[src/sv/dzbt_pkg.sv]
// Types, codes and the bin band lookup for the depth zone and bin tracker.
package dzbt_pkg;

    localparam int DEPTH_W  = 20;
    localparam int THRESH_W = 19;
    localparam int BIN_W    = 11;
    localparam int CROSS_W  = 2;

    // Item kinds carried in the input side-band.
    localparam logic OP_SAMPLE  = 1'b0;
    localparam logic OP_RESTART = 1'b1;

    // Crossing codes.
    localparam logic [CROSS_W-1:0] CROSS_NONE    = 2'd0;
    localparam logic [CROSS_W-1:0] CROSS_SHALLOW = 2'd1;
    localparam logic [CROSS_W-1:0] CROSS_DEEP    = 2'd2;

    // Zone codes.
    localparam logic ZONE_HIGH = 1'b0;
    localparam logic ZONE_LOW  = 1'b1;

    // Register word index.
    localparam logic REG_CROSSING_DEPTH = 1'b0;

    localparam logic [THRESH_W-1:0] CROSSING_DEPTH_RST = 19'd10000;

    // Band edges and bin sizes, centimetres.
    localparam logic signed [DEPTH_W-1:0] SURFACE_CM  = 20'sd200;
    localparam logic signed [DEPTH_W-1:0] BAND_DEEP   = 20'sd100000;
    localparam logic signed [DEPTH_W-1:0] BAND_MID    = 20'sd50000;
    localparam logic signed [DEPTH_W-1:0] BAND_SHELF  = 20'sd10000;

    localparam logic [BIN_W-1:0] BIN_NONE  = 11'd0;
    localparam logic [BIN_W-1:0] BIN_SMALL = 11'd500;
    localparam logic [BIN_W-1:0] BIN_MED   = 11'd1000;
    localparam logic [BIN_W-1:0] BIN_WIDE  = 11'd2000;

    typedef struct packed {
        logic                       op;
        logic signed [DEPTH_W-1:0]  depth;
        logic signed [DEPTH_W-1:0]  prior_depth;
    } t_item;

    typedef struct packed {
        logic                       zone;
        logic signed [DEPTH_W-1:0]  bin_start;
        logic [BIN_W-1:0]           bin_width;
    } t_state;

    typedef struct packed {
        logic [BIN_W-1:0]   bin_size;
        logic               block_end;
        logic               zone;
        logic [CROSS_W-1:0] crossing;
    } t_result;

    // Bin size picked for a bin anchored at the given depth.
    function automatic logic [BIN_W-1:0] band_width(input logic signed [DEPTH_W-1:0] start);
        logic [BIN_W-1:0] w;
        if (start > BAND_DEEP) begin
            w = BIN_WIDE;
        end else if (start > BAND_MID) begin
            w = BIN_WIDE;
        end else if (start > BAND_SHELF) begin
            w = BIN_MED;
        end else if (start > SURFACE_CM) begin
            w = BIN_SMALL;
        end else begin
            w = BIN_NONE;
        end
        return w;
    endfunction

endpackage

[src/sv/dzbt_apb_regs.sv]
// Configuration register block holding the crossing depth threshold.
module dzbt_apb_regs (
    input  logic                            i_clk,
    input  logic                            i_rst_n,
    input  logic                            psel,
    input  logic                            penable,
    input  logic                            pwrite,
    input  logic [2:0]                      paddr,
    input  logic [31:0]                     pwdata,
    output logic [31:0]                     prdata,
    output logic                            pready,
    output logic [dzbt_pkg::THRESH_W-1:0]   o_crossing_depth
);
    import dzbt_pkg::*;

    logic [THRESH_W-1:0] r_crossing_depth;
    logic [THRESH_W-1:0] n_crossing_depth;
    logic                w_wr;

    assign pready = 1'b1;
    assign w_wr   = psel && penable && pwrite && pready;

    always_comb begin
        n_crossing_depth = r_crossing_depth;
        if (w_wr && (paddr[2] == REG_CROSSING_DEPTH)) begin
            n_crossing_depth = pwdata[THRESH_W-1:0];
        end
    end

    always_ff @(posedge i_clk) begin
        if (!i_rst_n) begin
            r_crossing_depth <= CROSSING_DEPTH_RST;
        end else begin
            r_crossing_depth <= n_crossing_depth;
        end
    end

    always_comb begin
        unique case (paddr[2])
            REG_CROSSING_DEPTH: prdata = {{(32-THRESH_W){1'b0}}, r_crossing_depth};
            default:            prdata = 32'd0;
        endcase
    end

    assign o_crossing_depth = r_crossing_depth;

endmodule

[src/sv/dzbt_step.sv]
// Combinational update of zone and depth bin for one item.
module dzbt_step (
    input  dzbt_pkg::t_item                 i_item,
    input  dzbt_pkg::t_state                i_state,
    input  logic [dzbt_pkg::THRESH_W-1:0]   i_crossing_depth,
    output dzbt_pkg::t_state                o_state,
    output dzbt_pkg::t_result               o_result
);
    import dzbt_pkg::*;

    logic signed [DEPTH_W:0] w_d;
    logic signed [DEPTH_W:0] w_p;
    logic signed [DEPTH_W:0] w_t;
    logic signed [DEPTH_W:0] w_start;
    logic signed [DEPTH_W:0] w_lo;
    logic signed [DEPTH_W:0] w_hi;
    logic                    w_close;
    logic [CROSS_W-1:0]      w_cross;
    logic                    w_zone;

    // One extra bit keeps the bin edges exact for any start value.
    assign w_d     = {i_item.depth[DEPTH_W-1], i_item.depth};
    assign w_p     = {i_item.prior_depth[DEPTH_W-1], i_item.prior_depth};
    assign w_t     = {2'b00, i_crossing_depth};
    assign w_start = {i_state.bin_start[DEPTH_W-1], i_state.bin_start};
    assign w_lo    = w_start - $signed({{(DEPTH_W+1-BIN_W){1'b0}}, i_state.bin_width});
    assign w_hi    = w_start + $signed({{(DEPTH_W+1-BIN_W){1'b0}}, i_state.bin_width});

    always_comb begin
        w_cross = CROSS_NONE;
        w_zone  = i_state.zone;
        w_close = 1'b0;
        if (i_item.op == OP_SAMPLE) begin
            if ((w_p > w_t) && (w_d <= w_t)) begin
                w_cross = CROSS_SHALLOW;
                w_zone  = ZONE_HIGH;
            end else if ((w_p < w_t) && (w_d >= w_t)) begin
                w_cross = CROSS_DEEP;
                w_zone  = ZONE_LOW;
            end
            if (w_d < w_start) begin
                w_close = (w_d < w_lo) || (i_item.depth < SURFACE_CM);
            end else if (w_d > w_start) begin
                w_close = (w_d > w_hi);
            end
        end
    end

    always_comb begin
        o_state.zone = w_zone;
        if ((i_item.op == OP_RESTART) || w_close) begin
            o_state.bin_start = i_item.depth;
            o_state.bin_width = band_width(i_item.depth);
        end else begin
            o_state.bin_start = i_state.bin_start;
            o_state.bin_width = i_state.bin_width;
        end
    end

    assign o_result.crossing  = w_cross;
    assign o_result.zone      = w_zone;
    assign o_result.block_end = w_close;
    assign o_result.bin_size  = o_state.bin_width;

endmodule

[src/sv/depth_zone_and_bin_tracker_unit.sv]
// Top level of the depth zone and bin tracker: stream ports, pipeline and state.
//
//  channel   | direction | handshake              | payload
//  ----------+-----------+------------------------+-------------------------------------
//  s_        | in        | s_tvalid / s_tready    | s_tdata depth, previous depth; s_tuser kind
//  m_        | out       | m_tvalid / m_tready    | m_tdata crossing, zone, block end, bin size
//  apb       | in        | psel, penable, pready  | crossing depth threshold at address 0
//
// Every item gives exactly one result, passing through the input register and then
// the output register; one item is accepted per cycle while the output side is not
// stalled, a rate set by the feedback of zone and bin state around the update logic.
// Synchronous active-low reset empties both stages and restores the threshold to
// 10000 cm, the zone to high and the bin to start 0, size 0. A stalled result
// holds in the output register; s_tready drops once the input register is full too.
module depth_zone_and_bin_tracker_unit (
    input  logic         i_clk,
    input  logic         i_rst_n,
    // Input stream.
    input  logic         s_tvalid,
    output logic         s_tready,
    input  logic [39:0]  s_tdata,   // [19:0] depth, [39:20] previous_depth
    input  logic         s_tuser,   // [0] operation
    // Output stream.
    output logic         m_tvalid,
    input  logic         m_tready,
    output logic [15:0]  m_tdata,   // [1:0] crossing, [2] zone, [3] block_end,
                                    // [14:4] bin_size, [15] zero
    // Configuration.
    input  logic         psel,
    input  logic         penable,
    input  logic         pwrite,
    input  logic [2:0]   paddr,
    input  logic [31:0]  pwdata,
    output logic [31:0]  prdata,
    output logic         pready
);
    import dzbt_pkg::*;

    logic [THRESH_W-1:0] w_crossing_depth;

    // Input stage.
    logic    r_s1_valid;
    logic    n_s1_valid;
    t_item   r_s1_item;

    // Tracker state, updated as an item leaves the input stage.
    t_state  r_state;
    t_state  w_next_state;
    t_result w_result;

    // Output stage.
    logic    r_out_valid;
    logic    n_out_valid;
    t_result r_out;

    logic    w_out_free;
    logic    w_s1_move;
    logic    w_in_take;

    dzbt_apb_regs u_regs (
        .i_clk            (i_clk),
        .i_rst_n          (i_rst_n),
        .psel             (psel),
        .penable          (penable),
        .pwrite           (pwrite),
        .paddr            (paddr),
        .pwdata           (pwdata),
        .prdata           (prdata),
        .pready           (pready),
        .o_crossing_depth (w_crossing_depth)
    );

    dzbt_step u_step (
        .i_item           (r_s1_item),
        .i_state          (r_state),
        .i_crossing_depth (w_crossing_depth),
        .o_state          (w_next_state),
        .o_result         (w_result)
    );

    // The output register frees up when it is empty or its result is taken now.
    assign w_out_free = !r_out_valid || m_tready;
    assign w_s1_move  = r_s1_valid && w_out_free;
    assign s_tready   = !r_s1_valid || w_out_free;
    assign w_in_take  = s_tvalid && s_tready;

    always_comb begin
        n_s1_valid = r_s1_valid;
        if (w_in_take) begin
            n_s1_valid = 1'b1;
        end else if (w_s1_move) begin
            n_s1_valid = 1'b0;
        end
    end

    always_comb begin
        n_out_valid = r_out_valid;
        if (w_s1_move) begin
            n_out_valid = 1'b1;
        end else if (m_tready) begin
            n_out_valid = 1'b0;
        end
    end

    always_ff @(posedge i_clk) begin
        if (!i_rst_n) begin
            r_s1_valid        <= 1'b0;
            r_out_valid       <= 1'b0;
            r_state.zone      <= ZONE_HIGH;
            r_state.bin_start <= '0;
            r_state.bin_width <= BIN_NONE;
        end else begin
            r_s1_valid  <= n_s1_valid;
            r_out_valid <= n_out_valid;
            if (w_s1_move) begin
                r_state <= w_next_state;
            end
        end
    end

    // Payload registers carry no reset.
    always_ff @(posedge i_clk) begin
        if (w_in_take) begin
            r_s1_item.op          <= s_tuser;
            r_s1_item.depth       <= s_tdata[DEPTH_W-1:0];
            r_s1_item.prior_depth <= s_tdata[2*DEPTH_W-1:DEPTH_W];
        end
        if (w_s1_move) begin
            r_out <= w_result;
        end
    end

    assign m_tvalid = r_out_valid;
    assign m_tdata  = {1'b0, r_out};

endmodule

[config.mk]
export PLATFORM = sky130hd
export DESIGN_NAME = depth_zone_and_bin_tracker_unit
export DESIGN_NICKNAME = d
export VERILOG_FILES = /design/src/sv/dzbt_pkg.sv /design/src/sv/dzbt_apb_regs.sv /design/src/sv/dzbt_step.sv /design/src/sv/depth_zone_and_bin_tracker_unit.sv
export SDC_FILE = /design/constraint.sdc
export NUM_CORES = 1
export LEC_CHECK = 0
export ABC_AREA = 0
export BUFFER_PORTS_ARGS = -buffer_cell sky130_fd_sc_hd__buf_2
export CORE_MARGIN = 4
export CORE_UTILIZATION = 24
export DETAILED_ROUTE_END_ITERATION = 7
export GPL_ROUTABILITY_DRIVEN = 0
export MAX_ROUTING_LAYER = met4
export SLEW_MARGIN = 20
export SYNTH_ARGS = -nofsm -noshare
export SYNTH_HDL_FRONTEND = slang
export SYNTH_HIERARCHICAL = 1
export SYNTH_SLANG_ARGS = --single-unit
[constraint.sdc]
create_clock -name i_clk -period 5.1 [get_ports i_clk]
set_input_delay 0.51 -clock i_clk [delete_from_list [all_inputs] [get_ports i_clk]]
set_output_delay 0.51 -clock i_clk [all_outputs]
set_load 0.005 [all_outputs]
Word-level counts from Yosys, hierarchy flattened
Index checks and enable logic that the tools add are counted.
{"block": "totals", "register_bits": 109, "input_bits": 83, "output_inout_bits": 51, "word_cells": 65}
{"block": "op_classes", "add_sub_neg": 2, "n_lt_le_gt_ge": 13, "n_mux": 18, "bitwise": 1, "reduce_logical": 17}
{"operator": "$mux 11", "count": 4}
{"operator": "$gt 20x20->1", "count": 2}
{"operator": "$lt 20x20->1", "count": 2}
{"operator": "$add 20x12->21", "count": 1}
{"operator": "$gt 20x21->1", "count": 1}
{"operator": "$lt 20x21->1", "count": 1}
{"operator": "$sub 20x12->21", "count": 1}
{"operator": "$ge 20x20->1", "count": 1}
{"operator": "$gt 20x15->1 const B", "count": 1}
{"operator": "$gt 20x17->1 const B", "count": 1}
{"operator": "$gt 20x18->1 const B", "count": 1}
{"operator": "$gt 20x9->1 const B", "count": 1}
{"operator": "$le 20x20->1", "count": 1}
{"operator": "$lt 20x9->1 const B", "count": 1}
{"operator": "$mux 19", "count": 1}
{"operator": "$mux 1", "count": 11}
{"operator": "$mux 9", "count": 1}
{"operator": "$logic_and 1x1->1", "count": 7}
{"operator": "$logic_or 1x1->1", "count": 4}
{"operator": "$reduce_bool 2->1", "count": 2}
{"operator": "$logic_not 1->1", "count": 2}
{"operator": "$mux 2", "count": 1}
{"operator": "$reduce_and 2->1", "count": 1}
{"operator": "$reduce_or 2->1", "count": 1}
{"operator": "$not 1->1", "count": 1}

Depth between registers and ports, before layout
Gate-level depths: netlist of run 1.
{"block": "depth", "ltp_word": 7, "depth_mapped": 25, "ltp_nobuf": 22}

Cells and area by module
The synthesis of run 1 kept the hierarchy.
{"mod": "dzbt_step", "instances": 1, "cells_per_inst": 594, "area_each_um2": 4266.6, "seq_area_each_um2": 0.0}
{"mod": "depth_zone_and_bin_tracker_unit", "instances": 1, "cells_per_inst": 206, "area_each_um2": 3089.2, "seq_area_each_um2": 2362.3}
{"mod": "dzbt_apb_regs", "instances": 1, "cells_per_inst": 120, "area_each_um2": 1077.3, "seq_area_each_um2": 380.4}

Least setup slack after synthesis of run 1
No wires, ideal clock.
{"block": "synth_timing", "path_type": "register to register", "startpoint": "reg r_state[7] in the netlist's numbering", "endpoint": "reg r_state[3] in the netlist's numbering", "setup_time_ns": 0.118, "t_arrival_ns": 4.384, "required_ns": 4.982, "slack_ns": 0.597, "path_stages_with_launch": 21, "path_buffers": 3, "synth_period_minus_slack_ns": 4.503, "path_cell_list": "dfxtp_1 inv_1 ha_1 buf_2 or4_1 a211oi_1 o31a_1 and2b_1 nand4_1 xnor2_1 ha_1 nand4_1 or2_2 o211ai_1 mux2_2 a32oi_2 buf_4 mux2_1 buf_4 nand2_1 mux2i_1"}
{"element": "start, declared", "line_no": "depth_zone_and_bin_tracker_unit.sv:47", "source": "t_state r_state;"}
{"element": "start signal, assigned", "line_no": "depth_zone_and_bin_tracker_unit.sv:116", "source": "r_state <= w_next_state;"}

==> results.sh, run 1 <==
export IMPL_slew_headroom_pct=27.98
export IMPL_arrival_ps=5130
export IMPL_place_ws_ps=51.93
export IMPL_antenna_found_initial=1
export IMPL_wirelength_mm=20.50
export IMPL_final_cell_mix="150 x nand2_1, 120 x ha_1, 103 x buf_2"
export IMPL_drtAntennaViolNets=0
export IMPL_drv_slew=0
export IMPL_finalNonFillerCells=1471
export IMPL_period_needed_ps=4846
export IMPL_placed_area_mm2=0.009278
export IMPL_hp_class="input port to register"
export IMPL_drt_iter0_drc=282
export IMPL_fin_ws_ps=253.6
export IMPL_grt_pass1_vias=6376
export IMPL_drive_above_1_share_pct=17.08
export IMPL_synth_area_mm2=0.008433
export IMPL_synth_edff_count=56
export IMPL_timing_hold_ws_ps=321.0
export IMPL_crit_start="r_state[6]"
export IMPL_grt_max_degree=105
export IMPL_fp_dieArea_mm2=0.03820
export IMPL_cts_sinks=109
export IMPL_ioPinCount=134
export IMPL_syn_instance_count=920
export IMPL_fmax_mhz=206.3
export IMPL_power_frac_seq_pct=38.9
export IMPL_clk_pin_slew_worst_paths_ps=80
export IMPL_worstPathMaxFanout=5
export IMPL_rsz0062_at_grt="yes"
export IMPL_coreArea_mm2=0.03463
export IMPL_worstPathRequired_ps=5390
export IMPL_p_leak_nw=4.102
export IMPL_power_density_mw_per_mm2=273.3
export IMPL_status="finished, final reports clean"
export IMPL_cap_viol_max_count=0
export IMPL_grt_first_pass_wirelength_mm=32.99
export IMPL_clock_tree_root_cell="clkbuf_16"
export IMPL_clkPwrFrac_pct=29.7
export IMPL_path_class="register to register"
export IMPL_clock_latency_ps=360
export IMPL_synthFlopType="edfxtp_1"
export IMPL_yosys_warnings=6
export IMPL_vdd_drop_max_v=0.0001462
export IMPL_p_int_mw=1.795
export IMPL_tns_ps=0
export IMPL_r2r_start="r_state[6]"
export IMPL_finalNetCount=1214
export IMPL_vias=6447
export IMPL_skew_ps=12.13
export IMPL_cts_tree="done"
export IMPL_setup_violations=0
export IMPL_gr_usage_all_layers_pct=10.90
export IMPL_overflow=0
export IMPL_synth_distinct_cells=66
export IMPL_pwr_share_comb_pct=31.4
export IMPL_yosysSeqAreaShare_pct=32.52
export IMPL_layout_commonest_cell="nand2_1"
export IMPL_power_mw=2.647
export IMPL_hold_viol=0
export IMPL_ys_ff_latch=109
export IMPL_design_area_mm2=0.009683
export IMPL_syn_to_final_growth_pct=14.82
export IMPL_die_h_um=195.5
export IMPL_fp_row_count=68
export IMPL_cp_start_kind="register"
export IMPL_die_w_um=195.5
export IMPL_avgSynthCellArea_um2=9.166
export IMPL_io_buffers=103
export IMPL_p_sw_share_pct=32.18
export IMPL_dp_hpwl_mm=15.85
export IMPL_utilization_pct=27.96
export IMPL_hold_buffers=0
export IMPL_viasPerCell=4.383
export IMPL_period_share_pct=95.03
export IMPL_drt_pass1_iter_count=4
export IMPL_crit_path_end_kind="register"
export IMPL_cts_buffers=9
export IMPL_worstHoldStart="s_tdata[23]"
export IMPL_start_util_pct=24.35
export IMPL_h_tree_depth=3
export IMPL_tightest_slew_ps=1079
export IMPL_async_flop_share_pct=0
export IMPL_drc=0
export IMPL_power_switching_mw=0.8516
export IMPL_avgRoutedWirePerCell_um=13.94
export IMPL_clk_path_buf_depth=2
export IMPL_dpl_cell_count=1450
registers in the layout, summed over array words and instances (netlist names):
register and count:
m_tdata 15, m_tvalid 1, r_s1_item 41, r_s1_valid 1, r_state 32, u_regs/o_crossing_depth 19
metal layers:
| metal | GRT usage, % | share of wire, % |
|---|---|---|
| met1 | 13.93 | 47 |
| met2 | 18.00 | 47 |
| met3 | 1.863 | 4.5 |
| met4 | 2.689 | 1.4 |
| met5 | - | 0 |
path summary, 6_finish.rpt:
| path | end | slack, ps | depth (start not counted) |
|---|---|---|---|
| setup / recovery | r_state[5] | 250 | 19 |
| hold / removal | r_s1_item[3] | 320 | 1 |
| setup reg to reg | r_state[5] | 250 | 19 |
| hold reg to reg | r_state[31] | 470 | 2 |
cells in the mapped netlist (all sizes together) (6+ instances only):
cell	n	area, um^2
a21o	21	157.7
o21a	6	45.04
a21oi	48	240.2
dfxtp	53	1061
nor2b	23	153.9
nor4	6	50.04
nand2	150	563.0
xnor2	34	297.8
nand3	12	60.06
and2b	20	166.4
ha	121	1514
nor3	9	45.04
o21bai	9	67.56
buf	50	415.4
edfxtp	56	1682
nand4	17	112.6
clkbuf	10	37.54
nor2	26	97.59
inv	67	251.5
mux2i	51	510.5
and4	8	70.07
nand2b	7	43.79
o21ai	53	269.0
critical path: stages (launching register included):
cell	delay [ps]
dfxtp_1	360
inv_1	70
ha_1	300
or4_1	550
a211oi_2	300
o31a_1	250
and2b_2	210
nand4_1	140
xnor2_1	160
ha_1	310
nand4_1	140
and4bb_1	340
o21ai_1	100
o211ai_1	140
mux2_4	350
a32oi_4	330
or3b_1	400
o21ai_2	80
nand2_1	80
mux2i_1	160
power groups by stage:
stage | Sequential [mW] | Clock [mW] | Combinational [mW]
6_report | 1.03 | 0.785 | 0.831
5_1_grt | 1.04 | 0.842 | 0.936
2_1_floorplan | 1.03 | 0 | 0.629
3_3_place_gp | 1.05 | 0 | 0.776
4_1_cts | 1.03 | 0.807 | 0.805
3_5_place_dp | 1.05 | 0 | 0.796
cell type report:
cell class | count | area [um^2]
sequential | 109 | 2744
tap | 455 | 569.3
fill | 3640 | 24950
clock inverter | 5 | 82.58
multi-input combinational | 695 | 5086
timing repair buffer | 125 | 695.7
inverter | 68 | 255.2
clock buffer | 11 | 242.7
antenna | 3 | 7.507
kinds of logic (layout without fill, tap and decap cells):
| group | after synthesis | in the layout | share of synthesized area [%] |
|---|---|---|---|
| simple gates | 298 | 298 | 17.92 |
| fa+ha+maj | 123 | 123 | 18.43 |
| xor+xnor | 35 | 35 | 3.635 |
| buf+inv | 128 | 209 | 8.398 |
| mux | 53 | 53 | 6.320 |
| other cells | 3 | 18 | 0.1335 |
| compound gates | 171 | 171 | 12.64 |
| flops | 109 | 109 | 32.52 |
repair_timing:
item,4_1_cts,5_1_grt
endpoints found under the setup margin,0,40
setup buffers,0,2
gates resized for setup,0,17
No activity file was read; power rests on OpenSTA's default activity.
==> inputs of run 2 (changes only) <==
ABC_AREA = 1   (was 0)
==> run 2 against run 1 <==
  * Synthesized cell count rose by 41%
  * Wire length rose by 19%
  * Register-to-register slack improved by 280 ps
  * Worst hold slack worse by 9.1 ps
  * Non-clock buffer count decreased by 15
  * Clock-buffer cell count shrank 2
  * Clock power fell by 2.7%
  * Sequential power hardly changed
  * Via count rose by 25%
  * Sequential share of layout area down 1.5 points
  * Final cell count grew 27%
  * Combinational power grew 1%
  * Critical endpoint is now r_state[6]
==> results.sh, run 2 <==
export IMPL_status="finished, final reports clean"
export IMPL_synth_common_cells="290 x nand2_1, 213 x inv_1, 162 x nor2_1"
export IMPL_largest_reg_flops=41
export IMPL_worstPathMaxFanout=29
export IMPL_syn_instance_count=1293
export IMPL_final_cell_mix="289 x nand2_1, 212 x inv_1, 162 x nor2_1"
export IMPL_p_sw_share_pct=37.62
export IMPL_clkPwrFrac_pct=28.7
export IMPL_grt_first_pass_wirelength_mm=39.33
export IMPL_whs_endpoint="r_s1_item[6]"
export IMPL_power_mw=2.660
export IMPL_post_cts_buffers=0
export IMPL_multi_input_area_mm2=0.005159
export IMPL_die_h_um=203.4
export IMPL_drive_above_1_share_pct=10.27
export IMPL_r2r_start="r_state[3]"
export IMPL_grt_pass1_vias=7772
export IMPL_overflow=0
export IMPL_ioPinCount=134
export IMPL_hold_viol=0
export IMPL_synth_edff_count=56
export IMPL_clk_pin_slew_worst_paths_ps=90
export IMPL_fmax_mhz=219.0
export IMPL_crit_start="r_state[3]"
export IMPL_synth_largest_area_cell="edfxtp_1"
export IMPL_fp_row_count=71
export IMPL_fp_dieArea_mm2=0.04138
export IMPL_yosysMostFrequentCell="nand2_1"
export IMPL_syn_to_final_growth_pct=11.74
export IMPL_drt_iter0_drc=419
export IMPL_h_tree_depth=3
export IMPL_cts_buffers=9
export IMPL_async_flop_share_pct=0
export IMPL_hp_class="input port to register"
export IMPL_power_density_mw_per_mm2=259.7
export IMPL_viasPerCell=4.324
export IMPL_crit_path_end_kind="register"
export IMPL_ff2ff_path_depth=32
export IMPL_crit_family="simple AND/OR/NAND/NOR gates"
export IMPL_p_leak_nw=5.093
export IMPL_min_path_cells=1
export IMPL_clock_latency_ps=370
export IMPL_clk_path_buf_depth=2
export IMPL_cp_slowest_cell="dfxtp_1"
export IMPL_rsz0062_at_grt="no"
export IMPL_fill_cells=4178
export IMPL_p_int_mw=1.659
export IMPL_r2r_end="r_state[6]"
export IMPL_drtAntennaViolNets=0
export IMPL_critPathBufInv=3
export IMPL_yosysSeqAreaShare_pct=29.92
export IMPL_vias=8073
export IMPL_synth_top_area_share_pct=18.35
export IMPL_cts_sinks=109
export IMPL_synth_xor_area_share_pct=3.249
export IMPL_io_buffers=103
export IMPL_drv_slew=0
export IMPL_skew_ps=12.99
export IMPL_hold_buffers=0
export IMPL_arrival_ps=4880
export IMPL_period_needed_ps=4567
export IMPL_yosys_mux_area_fraction_pct=0
export IMPL_tightest_slew_ps=678.2
export IMPL_tns_ps=0
export IMPL_ys_top_cells_by_area="edfxtp_1 18%, ha_1 17%, nand2_1 12%, dfxtp_1 12%, inv_1 8.7%"
export IMPL_finalNetCount=1555
export IMPL_avgSynthCellArea_um2=7.089
export IMPL_power_switching_mw=1.001
export IMPL_drt_pass1_iter_count=5
export IMPL_cp_common_cell="nand2_1"
export IMPL_worstHoldStart="s_tdata[26]"
export IMPL_die_w_um=203.4
export IMPL_cap_viol_max_count=0
export IMPL_synth_top_family_by_area="simple AND/OR/NAND/NOR gates"
export IMPL_path_class="register to register"
export IMPL_regMostFlops="r_s1_item"
export IMPL_antenna_found_initial=2
export IMPL_synth_area_mm2=0.009166
export IMPL_rrSetupSlack_ps=530
export IMPL_synthFlopType="edfxtp_1"
export IMPL_seq_area_mm2=0.002744
export IMPL_wirelength_mm=24.42
export IMPL_synth_compound_area_share_pct=7.753
export IMPL_synth_fa_ha_area_share_pct=16.95
export IMPL_worstPathRequired_ps=5410
export IMPL_cts_resized=0
export IMPL_setup_violations=0
export IMPL_slew_headroom_pct=54.62
export IMPL_grt_max_degree=67
export IMPL_clock_tree_root_cell="clkbuf_16"
export IMPL_coreArea_mm2=0.03767
export IMPL_period_share_pct=89.54
export IMPL_start_util_pct=24.34
export IMPL_critical_path_max_stage_delay_ps=420
export IMPL_drc=0
export IMPL_synth_distinct_cells=39
export IMPL_ys_ff_latch=109
export IMPL_pwr_share_comb_pct=31.7
export IMPL_power_frac_seq_pct=39.6
export IMPL_gr_usage_all_layers_pct=11.87
export IMPL_cts_tree="done"
export IMPL_yosys_warnings=6
export IMPL_dp_hpwl_mm=18.46
export IMPL_layout_commonest_cell="nand2_1"
export IMPL_cp_start_kind="register"
export IMPL_synthSimpleGateAreaFrac_pct=27.63
export IMPL_avgRoutedWirePerCell_um=13.08
export IMPL_vdd_drop_max_v=0.0001507
## run 2: final cells by class
cell class / count / area share, %
Multi-Input combinational cell: 905 / 50.37
Sequential cell: 109 / 26.79
Inverter: 214 / 7.843
Tap cell: 511 / 6.242
Timing Repair Buffer: 110 / 5.570
Clock buffer: 9 / 2.199
Clock inverter: 7 / 0.9406
Antenna cell: 2 / 0.04886
## run 2: cell families after synthesis
logic type | Yosys count
other | 3
AO/OA/AOI/OAI | 134
buffers and inverters | 291
adder cells (fa/ha/maj) | 123
flip-flops | 109
AND/OR/NAND/NOR | 599
XOR/XNOR | 34
## run 2: worst register-to-register path: cells and delay by family, from the launching register on
family	cells	cell delay (ps)
AND/OR/NAND/NOR	27	2860
buffers and inverters	3	470
flip-flops	1	420
adder cells (fa/ha/maj)	2	750
## run 2: metrics by stage
stage | hold slack, ps | cells | instance area, um^2 | util (%) | setup slack [ps]
3_5_place_dp | 478.1 | 1849 | 9908 | 26.31 | 551.6
3_3_place_gp | 463.0 | 1849 | 9908 | 26.31 | 694.8
5_1_grt | 290.0 | 1867 | 10240 | 27.19 | 124.9
6_report | 311.9 | 1867 | 10240 | 27.19 | 533.3
4_1_cts | 296.2 | 1865 | 10230 | 27.16 | 523.1
2_1_floorplan | 446.2 | 1305 | 9211 | - | 1486
## run 2: worst max-delay path by stage
| stage | to | slack (ps) | cells past startpoint |
|---|---|---|---|
| 3_3_place_gp | r_state[8] | 690 | 32 |
| 4_1_cts | r_state[8] | 520 | 32 |
| 3_5_place_dp | r_state[8] | 550 | 32 |
| 6_report | r_state[6] | 530 | 32 |
| 5_1_grt | r_state[6] | 120 | 32 |
| 2_1_floorplan | r_state[6] | 1490 | 28 |
## run 2: power by group through the flow
| stage | registers [mW] | clock network, mW | logic [mW] |
|---|---|---|---|
| final | 1.05 | 0.764 | 0.843 |
| after global routing | 1.06 | 0.819 | 0.980 |
| after CTS | 1.05 | 0.784 | 0.841 |
| after detailed placement | 1.07 | 0 | 0.834 |
| after global placement | 1.07 | 0 | 0.811 |
| after floorplan | 1.04 | 0 | 0.674 |
## run 2: routing by layer
| layer | track usage [%] | routed length, um |
|---|---|---|
| met1 | 15.28 | 11400 |
| met5 | - | 0 |
| met3 | 1.749 | 1245 |
| met2 | 20.22 | 11580 |
| met4 | 2.000 | 193 |
==> inputs of run 3 (changes only) <==
BUFFER_PORTS_ARGS = -buffer_cell sky130_fd_sc_hd__clkbuf_2   (was -buffer_cell sky130_fd_sc_hd__buf_2)
CAP_MARGIN = 10   (was unset)
==> run 3 against run 2 <==
  * Sequential share of layout area barely moved
  * Worst hold slack gained 3.5 ps
  * Combinational power barely moved
  * Global-route usage rose by 0.14 points
==> results.sh, run 3 (synthesis results as in run 2) <==
export IMPL_fill_cells=4208
export IMPL_drive_above_1_share_pct=10.33
export IMPL_clk_path_buf_depth=2
export IMPL_design_area_mm2=0.01023
export IMPL_cp_slowest_cell="dfxtp_1"
export IMPL_worstPathMaxFanout=29
export IMPL_power_density_mw_per_mm2=258.6
export IMPL_rsz0062_at_grt="no"
export IMPL_coreArea_mm2=0.03767
export IMPL_post_cts_buffers=0
export IMPL_final_cell_mix="289 x nand2_1, 212 x inv_1, 162 x nor2_1"
export IMPL_largest_reg_flops=41
export IMPL_wl_met3_mm=1.146
export IMPL_cap_viol_max_count=0
export IMPL_drv_slew=0
export IMPL_viasPerCell=4.363
export IMPL_fmax_mhz=220.1
export IMPL_arrival_ps=4840
export IMPL_worstPathRequired_ps=5400
export IMPL_cts_buffers=9
export IMPL_setup_violations=0
export IMPL_utilization_pct=27.17
export IMPL_gr_usage_all_layers_pct=12.01
export IMPL_cts_resized=0
export IMPL_io_buffers=103
export IMPL_finalNetCount=1556
export IMPL_grt_first_pass_wirelength_mm=39.52
export IMPL_antenna_cells=0
export IMPL_fin_ws_ps=556.4
export IMPL_h_tree_depth=3
export IMPL_regMostFlops="r_s1_item"
export IMPL_clock_tree_root_cell="clkbuf_16"
export IMPL_ioPinCount=134
export IMPL_syn_to_final_growth_pct=11.63
export IMPL_p_leak_nw=5.098
export IMPL_avgRoutedWirePerCell_um=13.19
export IMPL_period_share_pct=89.09
export IMPL_fp_row_count=71
export IMPL_skew_ps=14.38
export IMPL_layout_commonest_cell="nand2_1"
export IMPL_start_util_pct=24.34
export IMPL_timing_hold_ws_ps=315.4
export IMPL_slew_headroom_pct=53.70
export IMPL_status="finished, final reports clean"
export IMPL_clock_latency_ps=370
export IMPL_cts_tree="done"
export IMPL_die_h_um=203.4
export IMPL_drt_iter0_drc=538
export IMPL_grt_pass1_vias=7857
export IMPL_wl_met1_mm=11.51
export IMPL_wl_met2_mm=11.56
export IMPL_cp_start_kind="register"
export IMPL_path_class="register to register"
export IMPL_cts_sinks=109
export IMPL_antenna_found_initial=0
export IMPL_drtAntennaViolNets=0
export IMPL_tightest_slew_ps=694.6
export IMPL_clk_pin_slew_worst_paths_ps=90
export IMPL_wirelength_mm=24.61
export IMPL_highest_layer="met4"
export IMPL_overflow=0
export IMPL_die_w_um=203.4
export IMPL_drc=0
export IMPL_dp_hpwl_mm=18.75
export IMPL_period_needed_ps=4544
export IMPL_hp_class="input port to register"
export IMPL_hold_buffers=0
export IMPL_drt_pass1_iter_count=5
export IMPL_vdd_drop_max_v=0.0001481
export IMPL_tns_ps=0
export IMPL_crit_path_end_kind="register"
export IMPL_fp_dieArea_mm2=0.04138
export IMPL_vias=8141
export IMPL_critical_path_max_stage_delay_ps=400
export IMPL_hold_viol=0
export IMPL_placed_area_mm2=0.009916
export IMPL_cp_common_cell="nand2_1"
export IMPL_place_ws_ps=584.9
export IMPL_grt_max_degree=67
## run 3: cell types whose count changed in the layout (fill, tap and decap cells not counted)
cell / before / now
clkbuf_2: 0 / 103
buf_2: 102 / 0
clkinv_8: 1 / 2
inv_12: 3 / 1
clkinv_4: 0 / 2
inv_8: 2 / 1
diode_2: 2 / 0
## run 3: worst max-delay path, delay by kind of cell, from the launching register on
kind	cells	cell delay, ps
buf+inv	3	470
simple gates	27	2850
flops	1	400
fa+ha+maj	2	750
## run 3: path summary, 6_finish.rpt
check	from	endpoint	slack, ps	depth (start not counted)
min reg2reg	r_state[31]	r_state[31]	490	2
min	s_tdata[32]	r_s1_item[12]	320	1
max reg2reg	r_state[3]	r_state[7]	560	32
max	r_state[3]	r_state[7]	560	32
## run 3: layout make-up
class | count | area (um^2) | area share (%)
multi-input combinational | 905 | 5159 | 50.42
sequential | 109 | 2744 | 26.82
inverter | 214 | 803.3 | 7.850
tap | 511 | 639.4 | 6.248
timing repair buffer | 111 | 575.6 | 5.625
clock buffer | 9 | 225.2 | 2.201
clock inverter | 7 | 86.33 | 0.8437
## run 3: through the flow
stage / power [mW] / std cells
finish: 2.646 / 1866
global route: 2.843 / 1866
floorplan: 1.714 / 1305
global placement: 1.885 / 1850
CTS: 2.664 / 1866
detailed placement: 1.913 / 1850
## run 3: metal layers
metal  global-route usage, %  up-vias
met1                   15.16     3712
met2                   20.25      192
li1                        -     4211
met3                   2.083       26
met4                   2.722        0
met5                       -        -
## run 3: report_power, final
part | internal [mW] | switching, mW | total, mW | leakage [nW]
sequential | 0.981 | 0.0731 | 1.05 | 0.979
clock | 0.355 | 0.391 | 0.746 | 0.151
combinational | 0.313 | 0.533 | 0.846 | 3.97
total | 1.65 | 0.997 | 2.65 | 5.10
